<file path="src/hrsp_pkg.sv">
`timescale 1ns / 1ps

package hrsp_pkg;

	localparam int unsigned METHOD_MAX_CHARS_DEF = 7;
	localparam int unsigned MID_DEPTH_DEF        = 2;
	localparam int unsigned OUT_DEPTH_DEF        = 2;

	localparam int unsigned MCNT_W = 3;
	localparam int unsigned CFG_IDX_W = 1;

	localparam logic [CFG_IDX_W-1:0] REG_MAX_PATH_LENGTH = 1'd0;
	localparam logic [CFG_IDX_W-1:0] REG_MAX_TAIL_LENGTH = 1'd1;

	localparam logic [7:0] MAX_PATH_RST = 8'd255;
	localparam logic [7:0] MAX_TAIL_RST = 8'd63;

	localparam logic [7:0] CH_SPACE = 8'h20;
	localparam logic [7:0] CH_COLON = 8'h3A;
	localparam logic [7:0] CH_LF    = 8'h0A;

	localparam logic [63:0] STR_GET    = 64'h474554;
	localparam logic [63:0] STR_POST   = 64'h504F5354;
	localparam logic [63:0] STR_PUT    = 64'h505554;
	localparam logic [63:0] STR_DELETE = 64'h44454C455445;

	localparam logic [MCNT_W-1:0] LEN_GET    = 3'd3;
	localparam logic [MCNT_W-1:0] LEN_POST   = 3'd4;
	localparam logic [MCNT_W-1:0] LEN_PUT    = 3'd3;
	localparam logic [MCNT_W-1:0] LEN_DELETE = 3'd6;

	localparam logic [2:0] PH_METHOD = 3'd0;
	localparam logic [2:0] PH_PATH   = 3'd1;
	localparam logic [2:0] PH_TAIL   = 3'd2;
	localparam logic [2:0] PH_HSTART = 3'd3;
	localparam logic [2:0] PH_KEY    = 3'd4;
	localparam logic [2:0] PH_VALUE  = 3'd5;
	localparam logic [2:0] PH_DONE   = 3'd6;

	localparam logic [2:0] ST_PARSING    = 3'd0;
	localparam logic [2:0] ST_COMPLETE   = 3'd1;
	localparam logic [2:0] ST_BAD_METHOD = 3'd2;
	localparam logic [2:0] ST_BAD_PATH   = 3'd3;
	localparam logic [2:0] ST_BAD_BUFFER = 3'd4;

	localparam logic [2:0] METH_NONE   = 3'd0;
	localparam logic [2:0] METH_GET    = 3'd1;
	localparam logic [2:0] METH_POST   = 3'd2;
	localparam logic [2:0] METH_PUT    = 3'd3;
	localparam logic [2:0] METH_DELETE = 3'd4;

	localparam logic [1:0] CLS_NONE  = 2'd0;
	localparam logic [1:0] CLS_PATH  = 2'd1;
	localparam logic [1:0] CLS_KEY   = 2'd2;
	localparam logic [1:0] CLS_VALUE = 2'd3;

	typedef struct packed {
		logic [7:0] data_byte;
		logic       last_byte;
		logic       is_space;
		logic       is_colon;
		logic       is_lf;
	} mid_entry_t;

	typedef struct packed {
		logic [7:0] out_byte;
		logic [1:0] byte_class;
		logic       field_end;
		logic [2:0] method_code;
		logic [2:0] parse_status;
		logic       request_end;
	} result_t;

	typedef struct packed {
		logic                 we;
		logic [CFG_IDX_W-1:0] index;
		logic [7:0]           wdata;
	} cfg_wr_t;

endpackage

</file>
<file path="src/hrsp_queue.sv">
`timescale 1ns / 1ps

module hrsp_queue #(
	parameter int unsigned WIDTH = 8,
	parameter int unsigned DEPTH = 2
) (
	input  logic             clk,
	input  logic             arst_n,
	input  logic             push,
	input  logic [WIDTH-1:0] wdata,
	output logic             full,
	input  logic             pop,
	output logic [WIDTH-1:0] rdata,
	output logic             empty
);

	localparam int unsigned PtrW = (DEPTH > 1) ? $clog2(DEPTH) : 1;
	localparam int unsigned CntW = $clog2(DEPTH + 1);

	logic [WIDTH-1:0] mem_q [DEPTH];
	logic [PtrW-1:0]  wr_ptr_q;
	logic [PtrW-1:0]  rd_ptr_q;
	logic [CntW-1:0]  count_q;
	logic             wr_en;
	logic             rd_en;

	assign full  = (count_q == CntW'(DEPTH));
	assign empty = (count_q == '0);
	assign wr_en = push && !full;
	assign rd_en = pop && !empty;
	assign rdata = mem_q[rd_ptr_q];

	always_ff @(posedge clk) begin
		if (wr_en) begin
			mem_q[wr_ptr_q] <= wdata;
		end
	end

	always_ff @(posedge clk or negedge arst_n) begin
		if (!arst_n) begin
			wr_ptr_q <= '0;
			rd_ptr_q <= '0;
			count_q  <= '0;
		end else begin
			if (wr_en) begin
				wr_ptr_q <= (wr_ptr_q == PtrW'(DEPTH - 1)) ? '0 : wr_ptr_q + 1'b1;
			end
			if (rd_en) begin
				rd_ptr_q <= (rd_ptr_q == PtrW'(DEPTH - 1)) ? '0 : rd_ptr_q + 1'b1;
			end
			unique case ({wr_en, rd_en})
				2'b10: count_q <= count_q + 1'b1;
				2'b01: count_q <= count_q - 1'b1;
				default: count_q <= count_q;
			endcase
		end
	end

	a_count_bound: assert property (@(posedge clk) disable iff (!arst_n)
		count_q <= CntW'(DEPTH))
		else $error("queue count above depth");

	a_ptr_agree: assert property (@(posedge clk) disable iff (!arst_n)
		(empty || full) |-> (rd_ptr_q == wr_ptr_q))
		else $error("queue pointers disagree with count");

	a_pop_frees: assert property (@(posedge clk) disable iff (!arst_n)
		(rd_en && !wr_en) |=> !full)
		else $error("queue still full after pop");

endmodule

</file>
<file path="src/hrsp_front.sv">
`timescale 1ns / 1ps

module hrsp_front #(
	parameter int unsigned MID_DEPTH = 2
) (
	input  logic                 clk,
	input  logic                 arst_n,
	input  logic                 push,
	output logic                 full,
	input  logic [7:0]           data_byte,
	input  logic                 last_byte,
	input  logic                 mid_pop,
	output hrsp_pkg::mid_entry_t mid_head,
	output logic                 mid_empty
);

	import hrsp_pkg::*;

	mid_entry_t ent;

	always_comb begin
		ent.data_byte = data_byte;
		ent.last_byte = last_byte;
		ent.is_space  = (data_byte == CH_SPACE);
		ent.is_colon  = (data_byte == CH_COLON);
		ent.is_lf     = (data_byte == CH_LF);
	end

	hrsp_queue #(
		.WIDTH($bits(mid_entry_t)),
		.DEPTH(MID_DEPTH)
	) u_mid_queue (
		.clk   (clk),
		.arst_n(arst_n),
		.push  (push),
		.wdata (ent),
		.full  (full),
		.pop   (mid_pop),
		.rdata (mid_head),
		.empty (mid_empty)
	);

endmodule

</file>
<file path="src/hrsp_back.sv">
`timescale 1ns / 1ps

module hrsp_back #(
	parameter int unsigned METHOD_MAX_CHARS = hrsp_pkg::METHOD_MAX_CHARS_DEF,
	parameter int unsigned OUT_DEPTH        = hrsp_pkg::OUT_DEPTH_DEF
) (
	input  logic                 clk,
	input  logic                 arst_n,
	input  hrsp_pkg::cfg_wr_t    cfg,
	input  hrsp_pkg::mid_entry_t mid_head,
	input  logic                 mid_empty,
	output logic                 mid_pop,
	input  logic                 pop,
	output hrsp_pkg::result_t    res_head,
	output logic                 empty
);

	import hrsp_pkg::*;

	localparam int unsigned CharW = 8 * METHOD_MAX_CHARS;

	logic [7:0]        max_path_q;
	logic [7:0]        max_tail_q;
	logic [2:0]        phase_q;
	logic [CharW-1:0]  chars_q;
	logic [MCNT_W-1:0] count_q;
	logic [7:0]        fc_q;
	logic              skip_q;
	logic [2:0]        meth_q;
	logic [2:0]        stat_q;

	logic [2:0]        phase_d;
	logic [CharW-1:0]  chars_d;
	logic [MCNT_W-1:0] count_d;
	logic [7:0]        fc_d;
	logic              skip_d;
	logic [2:0]        meth_d;
	logic [2:0]        stat_d;

	logic [CharW-1:0]  chars_sh;
	logic [MCNT_W-1:0] count_inc;
	logic [CharW-1:0]  m_chars;
	logic [MCNT_W-1:0] m_cnt;
	logic [2:0]        m_code;
	logic              m_full;
	logic [1:0]        cls;
	logic              fend;
	logic              out_full;
	logic              take;
	result_t           res;

	assign take    = !mid_empty && !out_full;
	assign mid_pop = take;

	assign chars_sh  = {chars_q[CharW-9:0], mid_head.data_byte};
	assign count_inc = count_q + 1'b1;
	assign m_full    = ({1'b0, count_inc} >= (MCNT_W + 1)'(METHOD_MAX_CHARS))
		|| (count_inc == '0);
	assign m_chars   = mid_head.is_space ? chars_q : chars_sh;
	assign m_cnt     = mid_head.is_space ? count_q : count_inc;

	always_comb begin
		priority if (m_cnt == LEN_GET && 64'(m_chars) == STR_GET) begin
			m_code = METH_GET;
		end else if (m_cnt == LEN_POST && 64'(m_chars) == STR_POST) begin
			m_code = METH_POST;
		end else if (m_cnt == LEN_PUT && 64'(m_chars) == STR_PUT) begin
			m_code = METH_PUT;
		end else if (m_cnt == LEN_DELETE && 64'(m_chars) == STR_DELETE) begin
			m_code = METH_DELETE;
		end else begin
			m_code = METH_NONE;
		end
	end

	always_comb begin
		phase_d = phase_q;
		chars_d = chars_q;
		count_d = count_q;
		fc_d    = fc_q;
		skip_d  = skip_q;
		meth_d  = meth_q;
		stat_d  = stat_q;
		cls     = CLS_NONE;
		fend    = 1'b0;

		unique case (phase_q)
			PH_METHOD: begin
				if (!mid_head.is_space) begin
					chars_d = chars_sh;
					count_d = count_inc;
				end
				if (mid_head.is_space || m_full) begin
					if (m_code == METH_NONE) begin
						stat_d  = ST_BAD_METHOD;
						phase_d = PH_DONE;
					end else begin
						meth_d  = m_code;
						phase_d = PH_PATH;
						fc_d    = '0;
						skip_d  = !mid_head.is_space;
					end
				end
			end
			PH_PATH: begin
				priority if (skip_q) begin
					skip_d = 1'b0;
				end else if (mid_head.is_space) begin
					fend = 1'b1;
					if (max_tail_q == '0) begin
						stat_d  = ST_BAD_BUFFER;
						phase_d = PH_DONE;
					end else begin
						phase_d = PH_TAIL;
						fc_d    = 8'd1;
					end
				end else if (fc_q == max_path_q) begin
					stat_d  = ST_BAD_PATH;
					phase_d = PH_DONE;
				end else begin
					cls  = CLS_PATH;
					fc_d = fc_q + 1'b1;
				end
			end
			PH_TAIL: begin
				priority if (mid_head.is_lf) begin
					phase_d = PH_HSTART;
					fc_d    = '0;
				end else if (fc_q == max_tail_q) begin
					stat_d  = ST_BAD_BUFFER;
					phase_d = PH_DONE;
				end else begin
					fc_d = fc_q + 1'b1;
				end
			end
			PH_HSTART, PH_KEY: begin
				priority if (phase_q == PH_HSTART && mid_head.is_lf) begin
					stat_d  = ST_COMPLETE;
					phase_d = PH_DONE;
				end else if (mid_head.is_colon) begin
					fend    = 1'b1;
					phase_d = PH_VALUE;
					skip_d  = 1'b1;
				end else begin
					cls     = CLS_KEY;
					phase_d = PH_KEY;
				end
			end
			PH_VALUE: begin
				priority if (skip_q) begin
					skip_d = 1'b0;
				end else if (mid_head.is_lf) begin
					fend    = 1'b1;
					phase_d = PH_HSTART;
				end else begin
					cls = CLS_VALUE;
				end
			end
			default: begin
			end
		endcase

		// buffer end settles a status still open
		if (mid_head.last_byte && stat_d == ST_PARSING) begin
			stat_d = (phase_d >= PH_HSTART) ? ST_COMPLETE : ST_BAD_BUFFER;
		end

		res.out_byte     = mid_head.data_byte;
		res.byte_class   = cls;
		res.field_end    = fend;
		res.method_code  = meth_d;
		res.parse_status = stat_d;
		res.request_end  = mid_head.last_byte;
	end

	always_ff @(posedge clk or negedge arst_n) begin
		if (!arst_n) begin
			max_path_q <= MAX_PATH_RST;
			max_tail_q <= MAX_TAIL_RST;
		end else if (cfg.we) begin
			unique case (cfg.index)
				REG_MAX_PATH_LENGTH: max_path_q <= cfg.wdata;
				REG_MAX_TAIL_LENGTH: max_tail_q <= cfg.wdata;
				default: begin
				end
			endcase
		end
	end

	always_ff @(posedge clk or negedge arst_n) begin
		if (!arst_n) begin
			phase_q <= PH_METHOD;
			chars_q <= '0;
			count_q <= '0;
			fc_q    <= '0;
			skip_q  <= 1'b0;
			meth_q  <= METH_NONE;
			stat_q  <= ST_PARSING;
		end else if (take) begin
			if (mid_head.last_byte) begin
				phase_q <= PH_METHOD;
				chars_q <= '0;
				count_q <= '0;
				fc_q    <= '0;
				skip_q  <= 1'b0;
				meth_q  <= METH_NONE;
				stat_q  <= ST_PARSING;
			end else begin
				phase_q <= phase_d;
				chars_q <= chars_d;
				count_q <= count_d;
				fc_q    <= fc_d;
				skip_q  <= skip_d;
				meth_q  <= meth_d;
				stat_q  <= stat_d;
			end
		end
	end

	hrsp_queue #(
		.WIDTH($bits(result_t)),
		.DEPTH(OUT_DEPTH)
	) u_out_queue (
		.clk   (clk),
		.arst_n(arst_n),
		.push  (take),
		.wdata (res),
		.full  (out_full),
		.pop   (pop),
		.rdata (res_head),
		.empty (empty)
	);

	a_done_has_status: assert property (@(posedge clk) disable iff (!arst_n)
		(phase_q == PH_DONE) |-> (stat_q != ST_PARSING))
		else $error("done phase with open status");

	a_last_restarts: assert property (@(posedge clk) disable iff (!arst_n)
		(take && mid_head.last_byte) |=> (phase_q == PH_METHOD && stat_q == ST_PARSING
			&& meth_q == METH_NONE))
		else $error("no restart after buffer end");

	a_last_final: assert property (@(posedge clk) disable iff (!arst_n)
		(take && mid_head.last_byte) |-> (res.parse_status != ST_PARSING))
		else $error("buffer end without final status");

	a_path_has_method: assert property (@(posedge clk) disable iff (!arst_n)
		(phase_q == PH_PATH || phase_q == PH_TAIL) |-> (meth_q != METH_NONE))
		else $error("path phase without method");

endmodule

</file>
<file path="src/http_request_stream_parser_unit.sv">
// A pushed byte passes the front queue and the tagger and is popped from the output queue.
// Throughput: one byte per cycle, each updating the parse state, while the front queue
// holds a byte and the output queue has room. Each side stalls on its own through a
// two-entry queue. Reset (arst_n low, asynchronous) empties both queues, sets the limits
// to 255 and 63 and puts the parser in the method phase with no method and status parsing.
`timescale 1ns / 1ps

module http_request_stream_parser_unit #(
	parameter int unsigned METHOD_MAX_CHARS = hrsp_pkg::METHOD_MAX_CHARS_DEF,
	parameter int unsigned MID_DEPTH        = hrsp_pkg::MID_DEPTH_DEF,
	parameter int unsigned OUT_DEPTH        = hrsp_pkg::OUT_DEPTH_DEF
) (
	input  logic                           clk,
	input  logic                           arst_n,
	input  logic                           push,
	output logic                           full,
	input  logic [7:0]                     data_byte,
	input  logic                           last_byte,
	output logic                           empty,
	input  logic                           pop,
	output logic [7:0]                     out_byte,
	output logic [1:0]                     byte_class,
	output logic                           field_end,
	output logic [2:0]                     method_code,
	output logic [2:0]                     parse_status,
	output logic                           request_end,
	input  logic                           cfg_we,
	input  logic [hrsp_pkg::CFG_IDX_W-1:0] cfg_index,
	input  logic [7:0]                     cfg_wdata
);

	import hrsp_pkg::*;

	mid_entry_t mid_head;
	logic       mid_empty;
	logic       mid_pop;
	cfg_wr_t    cfg;
	result_t    res_head;

	assign cfg.we    = cfg_we;
	assign cfg.index = cfg_index;
	assign cfg.wdata = cfg_wdata;

	hrsp_front #(
		.MID_DEPTH(MID_DEPTH)
	) u_front (
		.clk      (clk),
		.arst_n   (arst_n),
		.push     (push),
		.full     (full),
		.data_byte(data_byte),
		.last_byte(last_byte),
		.mid_pop  (mid_pop),
		.mid_head (mid_head),
		.mid_empty(mid_empty)
	);

	hrsp_back #(
		.METHOD_MAX_CHARS(METHOD_MAX_CHARS),
		.OUT_DEPTH       (OUT_DEPTH)
	) u_back (
		.clk      (clk),
		.arst_n   (arst_n),
		.cfg      (cfg),
		.mid_head (mid_head),
		.mid_empty(mid_empty),
		.mid_pop  (mid_pop),
		.pop      (pop),
		.res_head (res_head),
		.empty    (empty)
	);

	assign out_byte     = res_head.out_byte;
	assign byte_class   = res_head.byte_class;
	assign field_end    = res_head.field_end;
	assign method_code  = res_head.method_code;
	assign parse_status = res_head.parse_status;
	assign request_end  = res_head.request_end;

endmodule

</file>
<file path="config.mk">
export PLATFORM = sky130hd
export DESIGN_NAME = http_request_stream_parser_unit
export DESIGN_NICKNAME = d
export VERILOG_FILES = /design/src/hrsp_pkg.sv /design/src/hrsp_queue.sv /design/src/hrsp_front.sv /design/src/hrsp_back.sv /design/src/http_request_stream_parser_unit.sv
export SDC_FILE = /design/constraint.sdc
export NUM_CORES = 1
export LEC_CHECK = 0
export CAP_MARGIN = 25
export CORE_AREA = 5 5 127 129
export DETAILED_ROUTE_END_ITERATION = 7
export DIE_AREA = 0 0 132 134
export DONT_BUFFER_PORTS = 1
export PLACE_DENSITY = 0.66
export SYNTH_ARGS = -nofsm -noshare
export SYNTH_HDL_FRONTEND = slang
export SYNTH_HIERARCHICAL = 1
export SYNTH_SLANG_ARGS = --single-unit
export TNS_END_PERCENT = 10
</file>
<file path="constraint.sdc">
create_clock -name clk -period 4 [get_ports clk]
set_input_delay 1 -clock clk [delete_from_list [all_inputs] [get_ports clk]]
set_output_delay 1 -clock clk [all_outputs]
set_load 0.01 [all_outputs]
</file>
==> results of run 1 <==
## sequential cells by signal (all words and copies together) (netlist names)
name	flops
u_back/chars_q	56
u_back/count_q	3
u_back/fc_q	8
u_back/max_path_q	8
u_back/max_tail_q	8
u_back/meth_q	3
u_back/phase_q	3
u_back/skip_q	1
u_back/stat_q	3
u_back/u_out_queue/count_q	2
u_back/u_out_queue/mem_q	36
u_back/u_out_queue/rd_ptr_q	1
u_back/u_out_queue/wr_ptr_q	1
u_front/u_mid_queue/count_q	2
u_front/u_mid_queue/mem_q	24
u_front/u_mid_queue/rd_ptr_q	1
u_front/u_mid_queue/wr_ptr_q	1
## kinds of logic after synthesis
logic type,synth area share [%]
XOR/XNOR,2.98
AND/OR/NAND/NOR,13.9
buffers and inverters,3.49
adder cells (fa/ha/maj),0.948
flip-flops,54.9
multiplexers,7.34
AO/OA/AOI/OAI,16.5
## per-layer routing
metal / GRT usage, % / vias to the layer above / share of wire [%]
met2: 33.2 / 165 / 50
met5: 0 / - / 0
met1: 28.9 / 2773 / 45
met3: 3.90 / 28 / 3.6
met4: 7.31 / 0 / 1.8
li1: - / 2506 / -
## layout make-up
type / count / area (um^2)
fill: 1220 / 6310
sequential: 161 / 4350
multi-input combinational: 446 / 3320
clock buffer: 17 / 425
tap: 188 / 235
clock inverter: 15 / 164
inverter: 18 / 67.6
timing repair buffer: 7 / 52.6
## Yosys cell counts (all sizes together) (7+ instances only)
cell | n | area [um^2]
mux2 | 46 | 552
xor2 | 13 | 114
o22ai | 7 | 43.8
edfxtp | 60 | 1800
a21oi | 24 | 120
inv | 18 | 67.6
and3 | 9 | 57.6
xnor2 | 14 | 123
buf | 12 | 115
nor4 | 17 | 121
nand2 | 40 | 150
nor2 | 32 | 120
dfrtp | 87 | 2180
o21ai | 32 | 164
nor3 | 9 | 45.0
clkbuf | 25 | 93.8
dfstp | 14 | 368
nand3 | 21 | 105
a22o | 59 | 517
nand4 | 9 | 56.3
## critical path, stage by stage (launching register included)
cell and delay [ps]:
sky130_fd_sc_hd__dfrtp_1 380, sky130_fd_sc_hd__mux2_2 610, sky130_fd_sc_hd__buf_4 310, sky130_fd_sc_hd__a21oi_1 80
sky130_fd_sc_hd__a2111oi_0 560, sky130_fd_sc_hd__and3_1 390, sky130_fd_sc_hd__and2_1 190, sky130_fd_sc_hd__a211o_1 160
sky130_fd_sc_hd__nand2_1 130, sky130_fd_sc_hd__o41ai_2 400
## cell usage in the layout (no fill, tap or decap), types with 4 or more instances in the layout
cell / count
sky130_fd_sc_hd__buf_4: 7
sky130_fd_sc_hd__mux2_4: 9
sky130_fd_sc_hd__nand3_1: 21
sky130_fd_sc_hd__inv_8: 4
sky130_fd_sc_hd__o211ai_1: 4
sky130_fd_sc_hd__nor2b_1: 4
sky130_fd_sc_hd__o21ai_0: 28
sky130_fd_sc_hd__dfstp_2: 14
sky130_fd_sc_hd__nand4_1: 9
sky130_fd_sc_hd__nand2_1: 40
sky130_fd_sc_hd__and3_1: 8
sky130_fd_sc_hd__dfrtp_1: 87
sky130_fd_sc_hd__a22o_1: 59
sky130_fd_sc_hd__xnor2_1: 14
sky130_fd_sc_hd__inv_6: 6
sky130_fd_sc_hd__xor2_1: 13
sky130_fd_sc_hd__a21oi_1: 24
sky130_fd_sc_hd__nor3_1: 8
sky130_fd_sc_hd__a21o_1: 6
sky130_fd_sc_hd__nor2_1: 32
sky130_fd_sc_hd__inv_1: 18
sky130_fd_sc_hd__o22ai_1: 7
sky130_fd_sc_hd__edfxtp_1: 60
sky130_fd_sc_hd__mux2_2: 37
sky130_fd_sc_hd__clkbuf_16: 17
sky130_fd_sc_hd__nor4_1: 16
sky130_fd_sc_hd__ha_1: 6
sky130_fd_sc_hd__o31ai_1: 6
sky130_fd_sc_hd__nand2b_1: 6
## worst max-delay path by stage
stage	to	slack [ps]	startpoint
floorplan	u_back/u_out_queue/mem_q[0][3]	1110	u_front/u_mid_queue/rd_ptr_q
CTS	u_back/u_out_queue/mem_q[0][1]	610	u_front/u_mid_queue/rd_ptr_q
global route	u_back/u_out_queue/mem_q[0][1]	260	u_front/u_mid_queue/rd_ptr_q
detailed placement	u_back/u_out_queue/mem_q[0][1]	660	u_front/u_mid_queue/rd_ptr_q
finish	u_back/u_out_queue/mem_q[0][1]	550	u_front/u_mid_queue/rd_ptr_q
global placement	u_back/u_out_queue/mem_q[0][1]	750	u_front/u_mid_queue/rd_ptr_q
## stage by stage
stage               hold slack [ps]  cells  util (%)  total power [mW]  setup WS (ps)
floorplan                       449    662         -              4.23           1110
global placement                468    819      53.7              4.71            755
detailed placement              482    819      53.7              4.77            660
CTS                             247    851      57.6              6.39            610
global route                    242    852      57.7              6.72            258
finish                          266    852      57.7              6.36            553
## report_power, final
| group | switching [mW] | internal, mW |
|---|---|---|
| Sequential | 0.335 | 2.22 |
| Clock | 0.715 | 0.889 |
| Combinational | 1.38 | 0.824 |
==> metrics.md, run 1 <==
| Metric | Value |
|---|---|
| Average cell area after synthesis | 12.0 um^2 |
| Worst clock skew on the final layout | between 10 and 15 ps |
| Net count after synthesis | around 690 |
| Die extent in x | between 100 and 150 um |
| # H-tree levels | 4 |
| # nets final | 680 |
| Post-synth ARST share | between 60% and 70% |
| Number of clock sinks | around 160 |
| Critical path data required time | about 4200 ps |
| Path type of the worst setup path | reg -> reg |
| Detail-routed via count per cell | ~6.4 |
| DRC violations left | 0 |
| Layout cells sized above 1 | between 10% and 20% |
| Buffers from clock root to sink, at most | 2 |
| Count of inserted antenna diode cells | 0 |
| Global routing usage summed across all routing layers | a little over a fifth |
| Final weighted congestion in routability-driven placement | between 0.8 and 0.9 |
| Area of the die | 0.0177 mm^2 |
| Reg2Reg Depth | 9 |
| Critical Path End Type | flip-flop |
| Number of max-cap violations | 0 |
| Core Box Area | between 0.01 and 0.015 mm^2 |
| Detail Route Antenna Nets | 0 |
| Max-slew violations | 0 |
| Final standard cell area without fillers | approximately 0.0086 mm^2 |
| Drt pass-1 iters | 5 |
| Power density over cell area | 739 mW/mm^2 |
| Aggregate global routing overflow | 0 |
| Ys Warns | 6 |
| Number of buffer cells added on primary ports | 0 |
| TritonCTS buffer count | 17 |
| Initial DRC Count | roughly 570 |
| End of the worst register-to-register path | u_back/u_out_queue/mem_q[0][1] |
| Final wirelength | roughly 18 mm |
| Cell row count | 45 |
| Post-route clock period utilization | between 80% and 90% |
| Slew at the pin closest to its max-slew limit | between 1000 and 1500 ps |
| Post-synth cell types | 80 |
| CTS clock-pin slew for the worst setup and hold paths | approximately 70 ps |
| Time the final worst path needs with I/O delays and setup | 3450 ps |
| Initial Utilization | between 50% and 60% |
| Post_cts resized | 0 |
| Buffers inserted during post-CTS setup optimization | 0 |
| Flip-flop cell with the highest count after synthesis | sky130_fd_sc_hd__dfrtp_1 |
| Via count of the routed design | approximately 5500 |
| Setup repair after global routing missed its margin | no |
| Run status | completed |
| First-pass GRT wire length | around 30 mm |
| Maximum number of pins on one net before global-route repair | just over 100 |
| CTS tree | done |
| Initial antenna violation count | 0 |
| Finish-stage setup viols | 0 |
| Layout area overhead | 8.64% |
| Worst vdd rail ir drop | ~0.40 mV |
| Slack of the worst reg-to-reg path | around 550 ps |
| Category of the worst setup path launch point | flip-flop |
| Highest achievable clock rate | ~0.29 GHz |
| Worst reg2reg path startpoint | u_front/u_mid_queue/rd_ptr_q |
| Wire length per cell | around 21 um |
| Clk Latency, worst-skew pair | between 400 and 500 ps |
| Number of storage elements in the synthesis netlist | between 150 and 200 |
| LEAKAGE | around 3.5 nW |
| Half-perimeter wire length after placement | ~12 mm |
| Die Ht | about 130 um |
| Worst slew margin relative to its limit | around 33% |
| Number of buffers inserted for hold repair after clock tree synthesis | 0 |
| Ports placed on the boundary | 43 |
| CTS Root Buffer Type | sky130_fd_sc_hd__clkbuf_16 |
| Via count of the first global-routing pass | 5381 |
| Post-Place Cell Area | around 0.0080 mm^2 |
| Mapped Cells | about 660 |
| Final hold vios | 0 |
| Worst path arrival time | 3660 ps |
| Number of enable flip-flop cells after synthesis | 60 |
| Total Negative Setup Slacks | 0 ps |
| Largest fanout on the critical path | 30 |
| Cell area after synthesis | between 0.007 and 0.008 mm^2 |
| Tightest Hold Check Type | in -> async |
| Sequential cell area fraction in the yosys report | between 50% and 60% |
No activity file was read; power rests on OpenSTA's default activity.
==> run 2: changes to the inputs <==
--- a/config.mk
+++ b/config.mk
@@ -10,6 +10,7 @@
 export DETAILED_ROUTE_END_ITERATION = 7
 export DIE_AREA = 0 0 132 134
 export DONT_BUFFER_PORTS = 1
+export MAX_ROUTING_LAYER = met4
 export PLACE_DENSITY = 0.66
 export SYNTH_ARGS = -nofsm -noshare
 export SYNTH_HDL_FRONTEND = slang
==> run 2 against run 1 <==
Compared with the run above:
- maximum frequency decreased by 3.9%
- critical path depth unchanged
- critical path type unchanged
- register-to-register slack got worse by 140 ps
- worst setup slack got worse by 140 ps
- highest routed layer unchanged
- routed wire length rose by 1.0%
- cell area about the same
- worst hold slack got worse by 3.7 ps
==> metrics.md, run 2 (synthesis gave the netlist of run 1 again) <==
| Metric | Value |
|---|---|
| Run status | completed (unchanged) |
| Largest register by flop count | u_back/chars_q (unchanged) |
| Highest achievable clock rate | 0.279 GHz (was 0.290 GHz) |
| Clk Latency, worst-skew pair | 430 ps (about the same) |
| Via count of the first global-routing pass | 5411 (was 5381) |
| Category of the worst setup path launch point | flip-flop (unchanged) |
| Layout area overhead | 8.69% (was 8.64%) |
| Aggregate global routing overflow | 0 (unchanged) |
| Maximum number of pins on one net before global-route repair | 102 (unchanged) |
| Core Box Area | 0.0149 mm^2 (unchanged) |
| Number of clock sinks | 161 (unchanged) |
| Sequential cell area in the final layout | 0.00435 mm^2 (unchanged) |
| Ports placed on the boundary | 43 (unchanged) |
| Detail Route Antenna Nets | 0 (unchanged) |
| Layout cells sized above 1 | 17.9% (unchanged) |
| # nets final | 680 (unchanged) |
| Area of the die | 0.0177 mm^2 (unchanged) |
| Initial antenna violation count | 0 (unchanged) |
| Buffers from clock root to sink, at most | 2 (unchanged) |
| Setup repair after global routing missed its margin | no (unchanged) |
| Total Negative Setup Slacks | 0 ps (unchanged) |
| Post-Place Cell Area | 0.00801 mm^2 (unchanged) |
| CTS clock-pin slew for the worst setup and hold paths | 70 ps (about the same) |
| LEAKAGE | 3.52 nW (was 3.53 nW) |
| Final standard cell area without fillers | 0.00861 mm^2 (about the same) |
| Worst path top cell family by delay | compound AO/OA/AOI/OAI gates (unchanged) |
| Wire length per cell | 21.4 um (was 21.2 um) |
| Buffers inserted during post-CTS setup optimization | 0 (unchanged) |
| # H-tree levels | 4 (unchanged) |
| Reg2Reg Depth | 9 (unchanged) |
| Dpl ws | 611 ps (was 660 ps) |
| CP peak stage delay | 680 ps (was 610 ps) |
| Worst vdd rail ir drop | 0.399 mV (was 0.405 mV) |
| Final hold vios | 0 (unchanged) |
| Critical path data required time | 4230 ps (was 4210 ps) |
| Worst slew margin relative to its limit | 34.4% (was 33.0%) |
| Detail-routed via count per cell | 6.37 (was 6.42) |
| Count of inserted antenna diode cells | 0 (unchanged) |
| Count of cell instances traversed by the critical path | 9 (unchanged) |
| Number of buffers inserted for hold repair after clock tree synthesis | 0 (unchanged) |
| Initial Utilization | 53.1% (unchanged) |
| Time the final worst path needs with I/O delays and setup | 3590 ps (was 3450 ps) |
| Final wirelength | 18.2 mm (was 18.0 mm) |
| Global routing usage summed across all routing layers | 21.7% (was 20.9%) |
| Post_cts resized | 0 (unchanged) |
| Half-perimeter wire length after placement | 12.6 mm (was 12.4 mm) |
| Number of max-cap violations | 0 (unchanged) |
| Tightest Hold Check Type | in -> async (unchanged) |
| Slew at the pin closest to its max-slew limit | 983 ps (was 1010 ps) |
| Finish-stage setup viols | 0 (unchanged) |
| CTS Root Buffer Type | sky130_fd_sc_hd__clkbuf_16 (unchanged) |
| Path type of the worst setup path | reg -> reg (unchanged) |
| Worst setup slack after layout | 411 ps (was 553 ps) |
| Initial DRC Count | 645 (was 567) |
| CTS tree | done (unchanged) |
| Slowest cell on the critical path | sky130_fd_sc_hd__a2111oi_0 (was sky130_fd_sc_hd__mux2_2) |
| Worst clock skew on the final layout | 8.89 ps (was 12.4 ps) |
| Largest fanout on the critical path | 31 (was 30) |
| Number of flip-flops in the largest register | 56 (unchanged) |
| Top Registers | u_back/chars_q: 56 flops, u_back/u_out_queue/mem_q: 36 flops, u_front/u_mid_queue/mem_q: 24 flops (unchanged) |
| Cell row count | 45 (unchanged) |
| Post-route clock period utilization | 89.7% (was 86.2%) |
| DRC violations left | 0 (unchanged) |
| Commonest cells after routing, fill and taps aside | sky130_fd_sc_hd__dfrtp_1, sky130_fd_sc_hd__edfxtp_1, sky130_fd_sc_hd__a22o_1 (unchanged) |
| Number of buffer cells added on primary ports | 0 (unchanged) |
| Power density over cell area | 738 mW/mm^2 (was 739 mW/mm^2) |
| Sequence of cells on the critical path | mux2_2, nor4_1, a21oi_1, a2111oi_0, and3_1, and2_1, a211o_1, nand2_1, o41ai_2 (was mux2_2, buf_4, a21oi_1, a2111oi_0, and3_1, and2_1, a211o_1, nand2_1, o41ai_2) |
| Critical Path End Type | flip-flop (unchanged) |
| Most common library cell in the layout ignoring fill and taps | sky130_fd_sc_hd__dfrtp_1 (unchanged) |
| Drt pass-1 iters | 6 (was 5) |
| First-pass GRT wire length | 29.5 mm (was 29.6 mm) |
| Die Ht | 134 um (unchanged) |
| Worst path arrival time | 3820 ps (was 3660 ps) |
| Via count of the routed design | 5431 (was 5472) |
| Final weighted congestion in routability-driven placement | 0.939 (was 0.890) |
| WHS | 262 ps (was 266 ps) |
| TritonCTS buffer count | 17 (unchanged) |
| Number of buffer and inverter stages on the critical path | 0 (was 1) |
| Die extent in x | 132 um (unchanged) |
| Max-slew violations | 0 (unchanged) |
| Filler Cell Count | 1182 (was 1220) |
| Total area of multi-input combinational cells | 0.00332 mm^2 (unchanged) |
run 2: changes by cell type in the layout (fill, tap and decap cells not counted):
cell,delta
sky130_fd_sc_hd__clkinv_8,+1
sky130_fd_sc_hd__clkinvlp_4,+1
sky130_fd_sc_hd__inv_6,-1
sky130_fd_sc_hd__inv_8,-1
run 2: area by class of cell:
class,instances,area share [%]
sequential,161,50.5
timing repair buffer,7,0.610
inverter,18,0.785
clock inverter,15,1.95
tap,188,2.73
multi-input combinational,446,38.5
clock buffer,17,4.94
run 2: path summary, 6_finish.rpt:
check / startpoint / end / slack, ps
worst min-delay path: arst_n / u_back/u_out_queue/rd_ptr_q / 260
worst max register to register: u_front/u_mid_queue/rd_ptr_q / u_back/u_out_queue/mem_q[1][1] / 410
worst min register to register: u_front/u_mid_queue/wr_ptr_q / u_front/u_mid_queue/wr_ptr_q / 490
max in group asynchronous: arst_n / u_back/max_path_q[5] / 3460
min in group clk: u_front/u_mid_queue/wr_ptr_q / u_front/u_mid_queue/wr_ptr_q / 490
worst max-delay path: u_front/u_mid_queue/rd_ptr_q / u_back/u_out_queue/mem_q[1][1] / 410
run 2: where the power goes:
part | internal (mW) | switching, mW
clock | 0.887 | 0.722
sequential | 2.22 | 0.330
combinational | 0.816 | 1.38
total | 3.92 | 2.43
run 2: worst reg2reg max path: cells and delay by family (launching register included):
kind            cells  cell delay (ps)
compound gates      4             1310
simple gates        4             1150
mux                 1              570
flops               1              350
run 2: layer usage:
| metal | wire length (um) | track usage [%] |
|---|---|---|
| met1 | 8120 | 28.2 |
| met2 | 8910 | 33.6 |
| met3 | 806 | 4.24 |
| met4 | 384 | 8.74 |
| met5 | 0 | - |
run 2: through the flow:
step                      cells  power [mW]  util [%]
final                       852        6.35      57.7
after global routing        852        6.68      57.7
after CTS                   851        6.37      57.7
after detailed placement    819        4.76      53.7
after global placement      819        4.71      53.7
after floorplan             662        4.23         -
==> run 3: changes to the inputs <==
--- a/config.mk
+++ b/config.mk
@@ -5,13 +5,13 @@
 export SDC_FILE = /design/constraint.sdc
 export NUM_CORES = 1
 export LEC_CHECK = 0
+export BUFFER_PORTS_ARGS = -buffer_cell sky130_fd_sc_hd__buf_2
 export CAP_MARGIN = 25
 export CORE_AREA = 5 5 127 129
 export DETAILED_ROUTE_END_ITERATION = 7
 export DIE_AREA = 0 0 132 134
-export DONT_BUFFER_PORTS = 1
 export MAX_ROUTING_LAYER = met4
-export PLACE_DENSITY = 0.66
+export PLACE_DENSITY = 0.68
 export SYNTH_ARGS = -nofsm -noshare
 export SYNTH_HDL_FRONTEND = slang
 export SYNTH_HIERARCHICAL = 1
==> run 3 against run 2 <==
Compared with the run above:
- sequential share of layout area decreased by 1.5 points
- routed wire length increased by 1.2%
- worst setup slack improved by 150 ps
- critical path depth unchanged
- sequential power about the same
- combinational power increased by 9.1%
- critical path type unchanged
- critical endpoint is now u_back/u_out_queue/mem_q[0][1]
==> metrics.md, run 3 (synthesis gave the netlist of run 1 again) <==
| Metric | Value |
|---|---|
| Run status | completed (unchanged) |
| CTS tree | done (unchanged) |
| Top Registers | u_back/chars_q: 56 flops, u_back/u_out_queue/mem_q: 36 flops, u_front/u_mid_queue/mem_q: 24 flops (unchanged) |
| End of the worst register-to-register path | u_back/u_out_queue/mem_q[0][1] (was u_back/u_out_queue/mem_q[1][1]) |
| CTS clock-pin slew for the worst setup and hold paths | 70 ps (about the same) |
| Initial Utilization | 53.1% (unchanged) |
| Number of buffers inserted for hold repair after clock tree synthesis | 0 (unchanged) |
| Post-Place Cell Area | 0.00824 mm^2 (was 0.00801 mm^2) |
| CTS Root Buffer Type | sky130_fd_sc_hd__clkbuf_16 (unchanged) |
| Post-route clock period utilization | 86.0% (was 89.7%) |
| Total design power | 6.53 mW (was 6.35 mW) |
| Wire length per cell | 20.6 um (was 21.4 um) |
| Half-perimeter wire length after placement | 12.8 mm (was 12.6 mm) |
| Time the final worst path needs with I/O delays and setup | 3440 ps (was 3590 ps) |
| WHS | 500 ps (was 262 ps) |
| Detail Route Antenna Nets | 0 (unchanged) |
| Critical path data required time | 4230 ps (about the same) |
| Largest fanout on the critical path | 35 (was 31) |
| Slack of the worst reg-to-reg path | 560 ps (was 410 ps) |
| # nets final | 724 (was 680) |
| Final hold vios | 0 (unchanged) |
| Worst vdd rail ir drop | 0.384 mV (was 0.399 mV) |
| Number of max-cap violations | 0 (unchanged) |
| Power density over cell area | 736 mW/mm^2 (was 738 mW/mm^2) |
| Layout cells sized above 1 | 23.2% (was 17.9%) |
| Finish-stage setup viols | 0 (unchanged) |
| Fraction of power consumed by sequential logic | 38.6% (was 40.1%) |
| Total Negative Setup Slacks | 0 ps (unchanged) |
| Number of buffer cells added on primary ports | 42 (was 0) |
| Worst slew margin relative to its limit | 38.5% (was 34.4%) |
| Buffers inserted during post-CTS setup optimization | 0 (unchanged) |
| Combinational share of power | 36.6% (was 34.5%) |
| Post_cts resized | 0 (unchanged) |
| TritonCTS buffer count | 17 (unchanged) |
| Most common library cell in the layout ignoring fill and taps | sky130_fd_sc_hd__dfrtp_1 (unchanged) |
| Net switching fraction of the power | 37.9% (was 38.3%) |
| Worst hold path stage count | 1 |
| Buffers from clock root to sink, at most | 2 (unchanged) |
| Max-slew violations | 0 (unchanged) |
| Die extent in x | 132 um (unchanged) |
| Category of the worst setup path launch point | flip-flop (unchanged) |
| Count of inserted antenna diode cells | 0 (unchanged) |
| Internal Power | 4.06 mW (was 3.92 mW) |
| Ports placed on the boundary | 43 (unchanged) |
| Core Box Area | 0.0149 mm^2 (unchanged) |
| Number of clock sinks | 161 (unchanged) |
| Final standard cell area without fillers | 0.00887 mm^2 (was 0.00861 mm^2) |
| Global routing usage summed across all routing layers | 21.9% (was 21.7%) |
| Initial DRC Count | 637 (was 645) |
| Filler Cell Count | 1178 (was 1182) |
| Via count of the first global-routing pass | 5549 (was 5411) |
| Aggregate global routing overflow | 0 (unchanged) |
| Die Ht | 134 um (unchanged) |
| Drt pass-1 iters | 5 (was 6) |
| Worst reg2reg path startpoint | u_front/u_mid_queue/rd_ptr_q (unchanged) |
| Maximum number of pins on one net before global-route repair | 67 (was 102) |
| # H-tree levels | 4 (unchanged) |
| Worst clock skew on the final layout | 16.1 ps (was 8.89 ps) |
| Final weighted congestion in routability-driven placement | 0.970 (was 0.939) |
| Final wirelength | 18.4 mm (was 18.2 mm) |
| Layout area overhead | 12.0% (was 8.69%) |
| DRC violations left | 0 (unchanged) |
| Clk pwr share | 24.8% (was 25.3%) |
| LEAKAGE | 3.72 nW (was 3.52 nW) |
| Cell row count | 45 (unchanged) |
| Highest achievable clock rate | 0.291 GHz (was 0.279 GHz) |
| Setup repair after global routing missed its margin | no (unchanged) |
| Total area of multi-input combinational cells | 0.00332 mm^2 (unchanged) |
| Largest register by flop count | u_back/chars_q (unchanged) |
| Initial antenna violation count | 0 (unchanged) |
| Critical Path End Type | flip-flop (unchanged) |
| First-pass GRT wire length | 30.1 mm (was 29.5 mm) |
| Sequential cell area in the final layout | 0.00435 mm^2 (unchanged) |
| Reg2Reg Depth | 9 (unchanged) |
| Slew at the pin closest to its max-slew limit | 923 ps (was 983 ps) |
| Detail-routed via count per cell | 6.36 (was 6.37) |
| Endpoint, Worst Hold | u_back/chars_q[51] |
| Clk Latency, worst-skew pair | 430 ps (about the same) |
| Worst path arrival time | 3670 ps (was 3820 ps) |
| Hold_sp | u_back/chars_q[51] |
| Via count of the routed design | 5699 (was 5431) |
| Tightest Hold Check Type | reg -> reg (was in -> async) |
| Non-Filler Instances | 896 (was 852) |
| Area of the die | 0.0177 mm^2 (unchanged) |
| Placed cell count | 863 (was 819) |
| Total net switching power | 2.47 mW (was 2.43 mW) |
| Path type of the worst setup path | reg -> reg (unchanged) |
| Number of flip-flops in the largest register | 56 (unchanged) |
| Commonest cells after routing, fill and taps aside | sky130_fd_sc_hd__dfrtp_1, sky130_fd_sc_hd__edfxtp_1, sky130_fd_sc_hd__a22o_1 (unchanged) |
run 3: changes by cell type in the layout (fill, tap and decap cells not counted), sizes merged:
cell and change:
buf +44, clkbuf +1, clkinv -1
run 3: power groups by stage:
stage | registers, mW | logic, mW | clock network (mW)
floorplan | 2.41 | 1.82 | 0
global placement | 2.56 | 2.27 | 0
detailed placement | 2.59 | 2.31 | 0
CTS | 2.56 | 2.33 | 1.65
global route | 2.57 | 2.60 | 1.73
finish | 2.52 | 2.39 | 1.62
run 3: cell type report:
cell class / count / share of cell area [%]
Tap cell: 188 / 2.65
Sequential cell: 161 / 49.0
Timing Repair Buffer: 51 / 3.43
Inverter: 18 / 0.762
Clock inverter: 14 / 1.82
Clock buffer: 18 / 4.95
Multi-Input combinational cell: 446 / 37.4
run 3: worst max path at each step:
| stage | from | slack (ps) | endpoint | depth (start not counted) |
|---|---|---|---|---|
| 2_1_floorplan | u_front/u_mid_queue/rd_ptr_q | 1110 | u_back/u_out_queue/mem_q[0][3] | 11 |
| 3_3_place_gp | u_front/u_mid_queue/rd_ptr_q | 680 | u_back/u_out_queue/mem_q[0][1] | 9 |
| 3_5_place_dp | u_front/u_mid_queue/rd_ptr_q | 660 | u_back/u_out_queue/mem_q[0][1] | 9 |
| 4_1_cts | u_front/u_mid_queue/rd_ptr_q | 630 | u_back/u_out_queue/mem_q[0][1] | 9 |
| 5_1_grt | u_front/u_mid_queue/rd_ptr_q | 340 | u_back/u_out_queue/mem_q[1][1] | 9 |
| 6_report | u_front/u_mid_queue/rd_ptr_q | 560 | u_back/u_out_queue/mem_q[0][1] | 9 |
run 3: through the flow:
step,setup slack [ps],util [%]
after floorplan,1110,-
after global placement,676,55.2
after detailed placement,656,55.2
after CTS,628,59.3
after global routing,342,59.4
final,560,59.4
run 3: worst max-delay path, stage by stage (launching register included):
cell,delay (ps)
sky130_fd_sc_hd__dfrtp_1,350
sky130_fd_sc_hd__mux2_2,580
sky130_fd_sc_hd__nor4_1,350
sky130_fd_sc_hd__a21oi_1,70
sky130_fd_sc_hd__a2111oi_0,640
sky130_fd_sc_hd__and3_1,380
sky130_fd_sc_hd__and2_1,180
sky130_fd_sc_hd__a211o_1,170
sky130_fd_sc_hd__nand2_1,130
sky130_fd_sc_hd__o41ai_2,380
run 3: routing by layer:
| metal | share of wire, % | vias to the layer above | global-route usage [%] |
|---|---|---|---|
| li1 | - | 2602 | - |
| met1 | 45 | 2875 | 29.8 |
| met2 | 49 | 197 | 33.4 |
| met3 | 5.0 | 25 | 4.24 |
| met4 | 1.8 | 0 | 7.54 |
| met5 | 0 | - | - |
